File: config.mk
export PLATFORM = sky130hd
export DESIGN_NAME = length_prefixed_key_compare_core
export DESIGN_NICKNAME = d
export VERILOG_FILES = /design/src/rtl/lpkc_pkg.sv /design/src/rtl/lpkc_eval.sv /design/src/rtl/length_prefixed_key_compare_core.sv
export VERILOG_INCLUDE_DIRS = /design/src /design/src/rtl
export SDC_FILE = /design/constraint.sdc
export NUM_CORES = 1
export LEC_CHECK = 0
export ABC_AREA = 1
export BUFFER_PORTS_ARGS = -buffer_cell sky130_fd_sc_hd__buf_4
export CAP_MARGIN = 25
export CORE_AREA = 4 4 112 93
export CTS_CLUSTER_SIZE = 16
export DETAILED_ROUTE_END_ITERATION = 12
export DIE_AREA = 0 0 116 97
export GPL_TIMING_DRIVEN = 0
export SLEW_MARGIN = 15
export SYNTH_ARGS = -nofsm -noshare
export SYNTH_HDL_FRONTEND = slang
export SYNTH_HIERARCHICAL = 1
export SYNTH_SLANG_ARGS = --single-unit
File: constraint.sdc
create_clock -name i_clk -period 2.5 [get_ports i_clk]
set_clock_uncertainty 0.15 [all_clocks]
set_input_delay 0.5 -clock i_clk [delete_from_list [all_inputs] [get_ports i_clk]]
set_output_delay 0.5 -clock i_clk [all_outputs]
set_load 0.005 [all_outputs]
File: src/rtl/length_prefixed_key_compare_core_assert.svh
// Assertion macros shared by the RTL.
`ifndef LENGTH_PREFIXED_KEY_COMPARE_CORE_ASSERT_SVH
`define LENGTH_PREFIXED_KEY_COMPARE_CORE_ASSERT_SVH

// Same-cycle implication, clocked on i_clk, off during reset.
`define LPKC_ASSERT_IMPL(label, ante, cons) \
    label: assert property (@(posedge i_clk) disable iff (!i_rst_n) (ante) |-> (cons)) \
        else $error("lpkc assertion failed");

// Next-cycle implication, clocked on i_clk, off during reset.
`define LPKC_ASSERT_NEXT(label, ante, cons) \
    label: assert property (@(posedge i_clk) disable iff (!i_rst_n) (ante) |=> (cons)) \
        else $error("lpkc assertion failed");

`endif

File: src/rtl/lpkc_pkg.sv
package lpkc_pkg;

    localparam int LENGTH_WIDTH_DEF = 16;
    localparam int BYTE_WIDTH       = 8;

    localparam logic OP_START = 1'b0;
    localparam logic OP_PAIR  = 1'b1;

    localparam logic [1:0] ORDER_EQ = 2'b00;
    localparam logic [1:0] ORDER_GT = 2'b01;
    localparam logic [1:0] ORDER_LT = 2'b11;

    typedef enum logic [2:0] {
        CAUSE_ABSENT   = 3'd0,
        CAUSE_INFINITE = 3'd1,
        CAUSE_BYTE     = 3'd2,
        CAUSE_LENGTH   = 3'd3,
        CAUSE_EQUAL    = 3'd4
    } t_cause;

    typedef struct packed {
        logic       busy;
        logic [1:0] byte_verdict;
        logic [1:0] length_verdict;
    } t_state;

    typedef struct packed {
        logic       valid;
        logic [1:0] order;
        t_cause     cause;
    } t_result;

endpackage

File: src/rtl/lpkc_eval.sv
module lpkc_eval #(
    parameter int LENGTH_WIDTH = lpkc_pkg::LENGTH_WIDTH_DEF
) (
    input  lpkc_pkg::t_state                  i_state,
    input  logic                              i_opcode,
    input  logic                              i_first_present,
    input  logic                              i_second_present,
    input  logic [LENGTH_WIDTH-1:0]           i_first_length,
    input  logic [LENGTH_WIDTH-1:0]           i_second_length,
    input  logic [lpkc_pkg::BYTE_WIDTH-1:0]   i_first_byte,
    input  logic [lpkc_pkg::BYTE_WIDTH-1:0]   i_second_byte,
    input  logic                              i_last_pair,
    output lpkc_pkg::t_state                  o_state,
    output lpkc_pkg::t_result                 o_result
);

    logic       len_lt;
    logic       len_gt;
    logic [1:0] len_v;
    logic [1:0] byte_v;

    assign len_lt = i_first_length < i_second_length;
    assign len_gt = i_first_length > i_second_length;
    assign len_v  = len_lt ? lpkc_pkg::ORDER_LT :
                    (len_gt ? lpkc_pkg::ORDER_GT : lpkc_pkg::ORDER_EQ);

    always_comb begin
        byte_v = i_state.byte_verdict;
        if (i_state.byte_verdict == lpkc_pkg::ORDER_EQ && i_first_byte != i_second_byte) begin
            byte_v = (i_first_byte < i_second_byte) ? lpkc_pkg::ORDER_LT : lpkc_pkg::ORDER_GT;
        end
    end

    always_comb begin
        o_state        = i_state;
        o_result.valid = 1'b0;
        o_result.order = lpkc_pkg::ORDER_EQ;
        o_result.cause = lpkc_pkg::CAUSE_EQUAL;
        if (i_opcode == lpkc_pkg::OP_START) begin
            o_state.busy           = 1'b0;
            o_state.byte_verdict   = lpkc_pkg::ORDER_EQ;
            o_state.length_verdict = lpkc_pkg::ORDER_EQ;
            o_result.valid         = 1'b1;
            if (!i_first_present && !i_second_present) begin
                o_result.cause = lpkc_pkg::CAUSE_ABSENT;
            end else if (!i_first_present) begin
                o_result.order = lpkc_pkg::ORDER_LT;
                o_result.cause = lpkc_pkg::CAUSE_ABSENT;
            end else if (!i_second_present) begin
                o_result.order = lpkc_pkg::ORDER_GT;
                o_result.cause = lpkc_pkg::CAUSE_ABSENT;
            end else if (&i_first_length) begin
                o_result.order = lpkc_pkg::ORDER_GT;
                o_result.cause = lpkc_pkg::CAUSE_INFINITE;
            end else if (&i_second_length) begin
                o_result.order = lpkc_pkg::ORDER_LT;
                o_result.cause = lpkc_pkg::CAUSE_INFINITE;
            end else begin
                o_state.length_verdict = len_v;
                if (i_first_length == '0 || i_second_length == '0) begin
                    o_result.order = len_v;
                    o_result.cause = (len_v != lpkc_pkg::ORDER_EQ) ?
                                     lpkc_pkg::CAUSE_LENGTH : lpkc_pkg::CAUSE_EQUAL;
                end else begin
                    o_state.busy   = 1'b1;
                    o_result.valid = 1'b0;
                end
            end
        end else if (i_state.busy) begin
            o_state.byte_verdict = byte_v;
            if (i_last_pair) begin
                o_state.busy   = 1'b0;
                o_result.valid = 1'b1;
                if (byte_v != lpkc_pkg::ORDER_EQ) begin
                    o_result.order = byte_v;
                    o_result.cause = lpkc_pkg::CAUSE_BYTE;
                end else if (i_state.length_verdict != lpkc_pkg::ORDER_EQ) begin
                    o_result.order = i_state.length_verdict;
                    o_result.cause = lpkc_pkg::CAUSE_LENGTH;
                end
            end
        end
    end

endmodule

File: src/rtl/length_prefixed_key_compare_core.sv
// Channel | Dir | Signals                                            | Contents
// s       | in  | i_s_tvalid/o_s_tready/i_s_tdata/i_s_tuser/i_s_tlast | header or byte pair
// m       | out | o_m_tvalid/i_m_tready/o_m_tdata                    | order and cause
// One transaction per cycle is sustained on the input channel while the output is not stalled.
// An accepted input is held in the input register, and any result it yields is then loaded
// into the result register, which drives the output channel.
// The input register advances when the result register is empty or being taken;
// a stalled output holds both stages and, once the input register is full, drops o_s_tready.
// Reset (synchronous, i_rst_n low) closes any open comparison and empties both stages.
`include "length_prefixed_key_compare_core_assert.svh"

module length_prefixed_key_compare_core #(
    parameter int LENGTH_WIDTH = lpkc_pkg::LENGTH_WIDTH_DEF
) (
    input  logic i_clk,
    input  logic i_rst_n,
    input  logic i_s_tvalid,
    output logic o_s_tready,
    // lsb up: first_present, second_present, first_length, second_length,
    // first_byte, second_byte, zero fill
    input  logic [((2*LENGTH_WIDTH+2*lpkc_pkg::BYTE_WIDTH+2+7)/8)*8-1:0] i_s_tdata,
    input  logic i_s_tuser,   // opcode
    input  logic i_s_tlast,   // last_pair
    output logic o_m_tvalid,
    input  logic i_m_tready,
    // lsb up: order[1:0], cause[4:2], zero fill
    output logic [7:0] o_m_tdata
);

    localparam int BW      = lpkc_pkg::BYTE_WIDTH;
    localparam int L1_LSB  = 2;
    localparam int L2_LSB  = 2 + LENGTH_WIDTH;
    localparam int B1_LSB  = 2 + 2*LENGTH_WIDTH;
    localparam int B2_LSB  = 2 + 2*LENGTH_WIDTH + BW;

    logic                    r_in_vld;
    logic                    r_op;
    logic                    r_fp;
    logic                    r_sp;
    logic [LENGTH_WIDTH-1:0] r_l1;
    logic [LENGTH_WIDTH-1:0] r_l2;
    logic [BW-1:0]           r_b1;
    logic [BW-1:0]           r_b2;
    logic                    r_last;

    lpkc_pkg::t_state  r_state;
    lpkc_pkg::t_state  n_state;
    lpkc_pkg::t_result res;

    logic               r_out_vld;
    logic [1:0]         r_out_order;
    lpkc_pkg::t_cause   r_out_cause;

    logic out_free;
    logic advance;
    logic take_in;

    assign out_free   = !r_out_vld || i_m_tready;
    assign advance    = r_in_vld && out_free;
    assign o_s_tready = !r_in_vld || out_free;
    assign take_in    = i_s_tvalid && o_s_tready;

    lpkc_eval #(
        .LENGTH_WIDTH(LENGTH_WIDTH)
    ) u_eval (
        .i_state         (r_state),
        .i_opcode        (r_op),
        .i_first_present (r_fp),
        .i_second_present(r_sp),
        .i_first_length  (r_l1),
        .i_second_length (r_l2),
        .i_first_byte    (r_b1),
        .i_second_byte   (r_b2),
        .i_last_pair     (r_last),
        .o_state         (n_state),
        .o_result        (res)
    );

    always_ff @(posedge i_clk) begin
        if (!i_rst_n) begin
            r_in_vld <= 1'b0;
        end else if (take_in) begin
            r_in_vld <= 1'b1;
        end else if (advance) begin
            r_in_vld <= 1'b0;
        end
    end

    always_ff @(posedge i_clk) begin
        if (take_in) begin
            r_op   <= i_s_tuser;
            r_fp   <= i_s_tdata[0];
            r_sp   <= i_s_tdata[1];
            r_l1   <= i_s_tdata[L1_LSB +: LENGTH_WIDTH];
            r_l2   <= i_s_tdata[L2_LSB +: LENGTH_WIDTH];
            r_b1   <= i_s_tdata[B1_LSB +: BW];
            r_b2   <= i_s_tdata[B2_LSB +: BW];
            r_last <= i_s_tlast;
        end
    end

    always_ff @(posedge i_clk) begin
        if (!i_rst_n) begin
            r_state.busy           <= 1'b0;
            r_state.byte_verdict   <= lpkc_pkg::ORDER_EQ;
            r_state.length_verdict <= lpkc_pkg::ORDER_EQ;
        end else if (advance) begin
            r_state <= n_state;
        end
    end

    always_ff @(posedge i_clk) begin
        if (!i_rst_n) begin
            r_out_vld <= 1'b0;
        end else if (advance) begin
            r_out_vld <= res.valid;
        end else if (i_m_tready) begin
            r_out_vld <= 1'b0;
        end
    end

    always_ff @(posedge i_clk) begin
        if (advance && res.valid) begin
            r_out_order <= res.order;
            r_out_cause <= res.cause;
        end
    end

    assign o_m_tvalid = r_out_vld;
    assign o_m_tdata  = {3'b000, r_out_cause, r_out_order};

    `LPKC_ASSERT_IMPL(a_byte_cause_signed,
        o_m_tvalid && r_out_cause == lpkc_pkg::CAUSE_BYTE,
        r_out_order != lpkc_pkg::ORDER_EQ)
    `LPKC_ASSERT_IMPL(a_equal_cause_zero,
        o_m_tvalid && r_out_cause == lpkc_pkg::CAUSE_EQUAL,
        r_out_order == lpkc_pkg::ORDER_EQ)
    `LPKC_ASSERT_IMPL(a_length_cause_signed,
        o_m_tvalid && r_out_cause == lpkc_pkg::CAUSE_LENGTH,
        r_out_order != lpkc_pkg::ORDER_EQ)
    `LPKC_ASSERT_NEXT(a_idle_pair_ignored,
        advance && r_op == lpkc_pkg::OP_PAIR && !r_state.busy,
        !r_state.busy)
    `LPKC_ASSERT_NEXT(a_start_always_answers_or_opens,
        advance && r_op == lpkc_pkg::OP_START,
        r_state.busy || r_out_vld)

endmodule

==> impl_metrics.toml <==
[power_and_ir_drop]
power.density_nw_per_um2 = 653
ir_drop_mv = 0.358
p_total_mw = 2.69
power_leakage_nw = 1.83

[cts]
cts_buffers = 9
clk_pin_slew_ps = 60
clock_path_buffers = 2
cts_tree = "done"
insertion_delay_ps = 330
root_buffer = "clkbuf_16"
cts_hold_buf = 0
clock-sinks = 64
htreeDepth = 3
postCtsResizedCells = 0
cts_setup_buffers = 0

[timing]
period_share_pct = 84.1
maxSlewViolCount = 0
min_period_ps = 2100
max-slew-margin-rel_pct = 63.6
setup-tns-final_ps = 0
rsz0062_at_grt = "no"
max_slew.worst_pin.slew_ps = 545
final_hold_viol_count = 0
fin_ws_ps = 399
max_freq_mhz = 476
finalSetupViolCount = 0

[layout]
drive_gt1_share_pct = 28.7
final_common_cell = "buf_4"
nets = 471
layout_common_cells = "buf_4, nand2_1, edfxtp_1"
post-route-util_pct = 44.0
antenna_cells = 0
finalNonFillerCells = 509
syn2layout_area_growth_pct = 28.8

[setup_path]
ff2ff_path_depth = 10
required_ps = 2340
critPathCaptureType = "flop"
startpoint_type = "flop"
rrSetupSlack_ps = 400
critPathKind = "reg2reg"
r2r_start = "r_l2[8]"
r2r-end = "r_out_cause[0]"
arrival_ps = 1940
critPathMaxFanout = 5

[worst_hold_path]
whs_path_depth = 1
hold_start = "i_s_tdata[42]"
hold_path.class = "in2reg"
hold_end = "r_b2[0]"

[drt]
viasPerCell = 4.56
remaining_drc_errors = 0
drt_wl_total_um = 6240
vias = 2323
wl_per_cell_um = 12.3
drtPass1Iterations = 4
antenna_left = 0
drt_iter0_markers = 87

[grt]
grt_overflow = 0
grt_first_pass_wirelength_um = 10600
grt_pass1_vias = 2392
grt_antenna_before_repair = 0
grt_max_degree = 31
track_usage_pct = 11.9

[yosys]
synth_cell_types = 31
synth_seq_area_share_pct = 57.9
synthCells = 309
synth_area_um2 = 3200
ys_ff_latch = 64
yosysWarnings = 6
syn-mean-instance-area_um2 = 10.4

[die]
dieWidth_um = 116
die_y_um = 97
core_area_um2 = 9370
dieArea_um2 = 11300
rows = 32
ios = 72
start_util_pct = 34.1

[placement]
place_ws_ps = 408
io_buffers = 62
dp_cells = 493
hpwl_um = 4830
routabilityCongestion = 0.835

[flow_run]
cap_violations = 0

[outcome]
outcome = "finished, final reports clean"
## per-stage QoR
step | instance area, µm² | hold WS, ps
final | 4120 | 196
after global routing | 4120 | 183
after CTS | 4120 | 183
after detailed placement | 3840 | 347
after global placement | 3820 | 343
after floorplan | 3210 | 318
## routing by layer
metal | global-route usage, % | vias up | routed length [µm]
met3 | 3.94 | 7 | 351
met1 | 15.8 | 1060 | 3030
met2 | 18.5 | 60 | 2780
met4 | 3.75 | 0 | 77
li1 | - | 1196 | -
met5 | 0 | - | 0
## power by group
part / total [mW] / switching (mW) / internal [mW]
Sequential: 1.27 / 0.0347 / 1.23
Combinational: 0.275 / 0.141 / 0.134
Clock: 1.15 / 0.471 / 0.678
## worst max-delay path by stage
stage                     from              to  slack (ps)  cells past startpoint
floorplan           i_m_tready         r_b1[0]         240                      4
global placement    i_m_tready        r_l1[15]        -300                      5
detailed placement     r_l2[7]  r_out_cause[1]         410                     10
CTS                    r_l2[7]  r_out_cause[0]         390                     10
global route          r_l1[11]      r_state[0]         220                     14
finish                 r_l2[8]  r_out_cause[0]         400                     10
## synth_stat cells
master	number	area share, %
nand2_1	58	6.8
edfxtp_1	57	54
inv_1	40	4.7
nor2_1	31	3.6
ha_1	24	9.4
a21oi_1	18	2.8
nand3_1	15	2.3
nand4_1	10	2.0
inv_2	9	1.1
dfxtp_1	7	4.4
nand2_2	7	1.4
o21ai_0	5	0.78
nand3_2	4	1.3
buf_4	3	0.70
nor2_4	2	0.70
nor3_1	2	0.31
o21ai_1	2	0.31
o22ai_1	2	0.39
a211oi_1	1	0.23
a21boi_0	1	0.23
a21boi_2	1	0.35
a21o_1	1	0.23
buf_6	1	0.35
clkbuf_8	1	0.43
clkinv_1	1	0.12
conb_1	1	0.12
nand4_2	1	0.39
nor3_2	1	0.31
nor3b_2	1	0.39
o211ai_1	1	0.23
or2_2	1	0.20
## state kept, by name, indices dropped and copies added, names as in the netlist
signal       flops
r_state          5
r_out_cause      3
r_fp             1
r_sp             1
r_l2            16
r_in_vld         1
r_last           1
r_op             1
r_b2             8
o_m_tvalid       1
r_l1            16
r_b1             8
r_out_order      2
## layout make-up
type / count / area (µm²)
plain buffers: 5 / 47.5
clock buffers: 9 / 225
clock inverters: 7 / 55.1
fillers: 943 / 5250
inverters: 50 / 188
multi-input cells: 192 / 1120
flip-flops and latches: 64 / 1850
well taps: 119 / 149
repair buffers: 63 / 485
## cells by family after synthesis
family          count (synthesis)  share of synthesized area (%)
other cells                     1                          0.117
buf+inv                        55                           7.35
simple gates                  133                           19.7
flops                          64                           57.9
fa+ha+maj                      24                           9.39
compound gates                 32                           5.59
## worst max-delay path, cell delays in order (launching register included)
cell,delay (ps)
edfxtp_1,340
inv_2,60
nor3_1,270
nand3_1,170
nand2_1,130
nor2_4,50
nand3_1,110
nand2_1,70
nand2_1,60
inv_1,50
nor2_1,300
(Power assumes the default switching activity.)
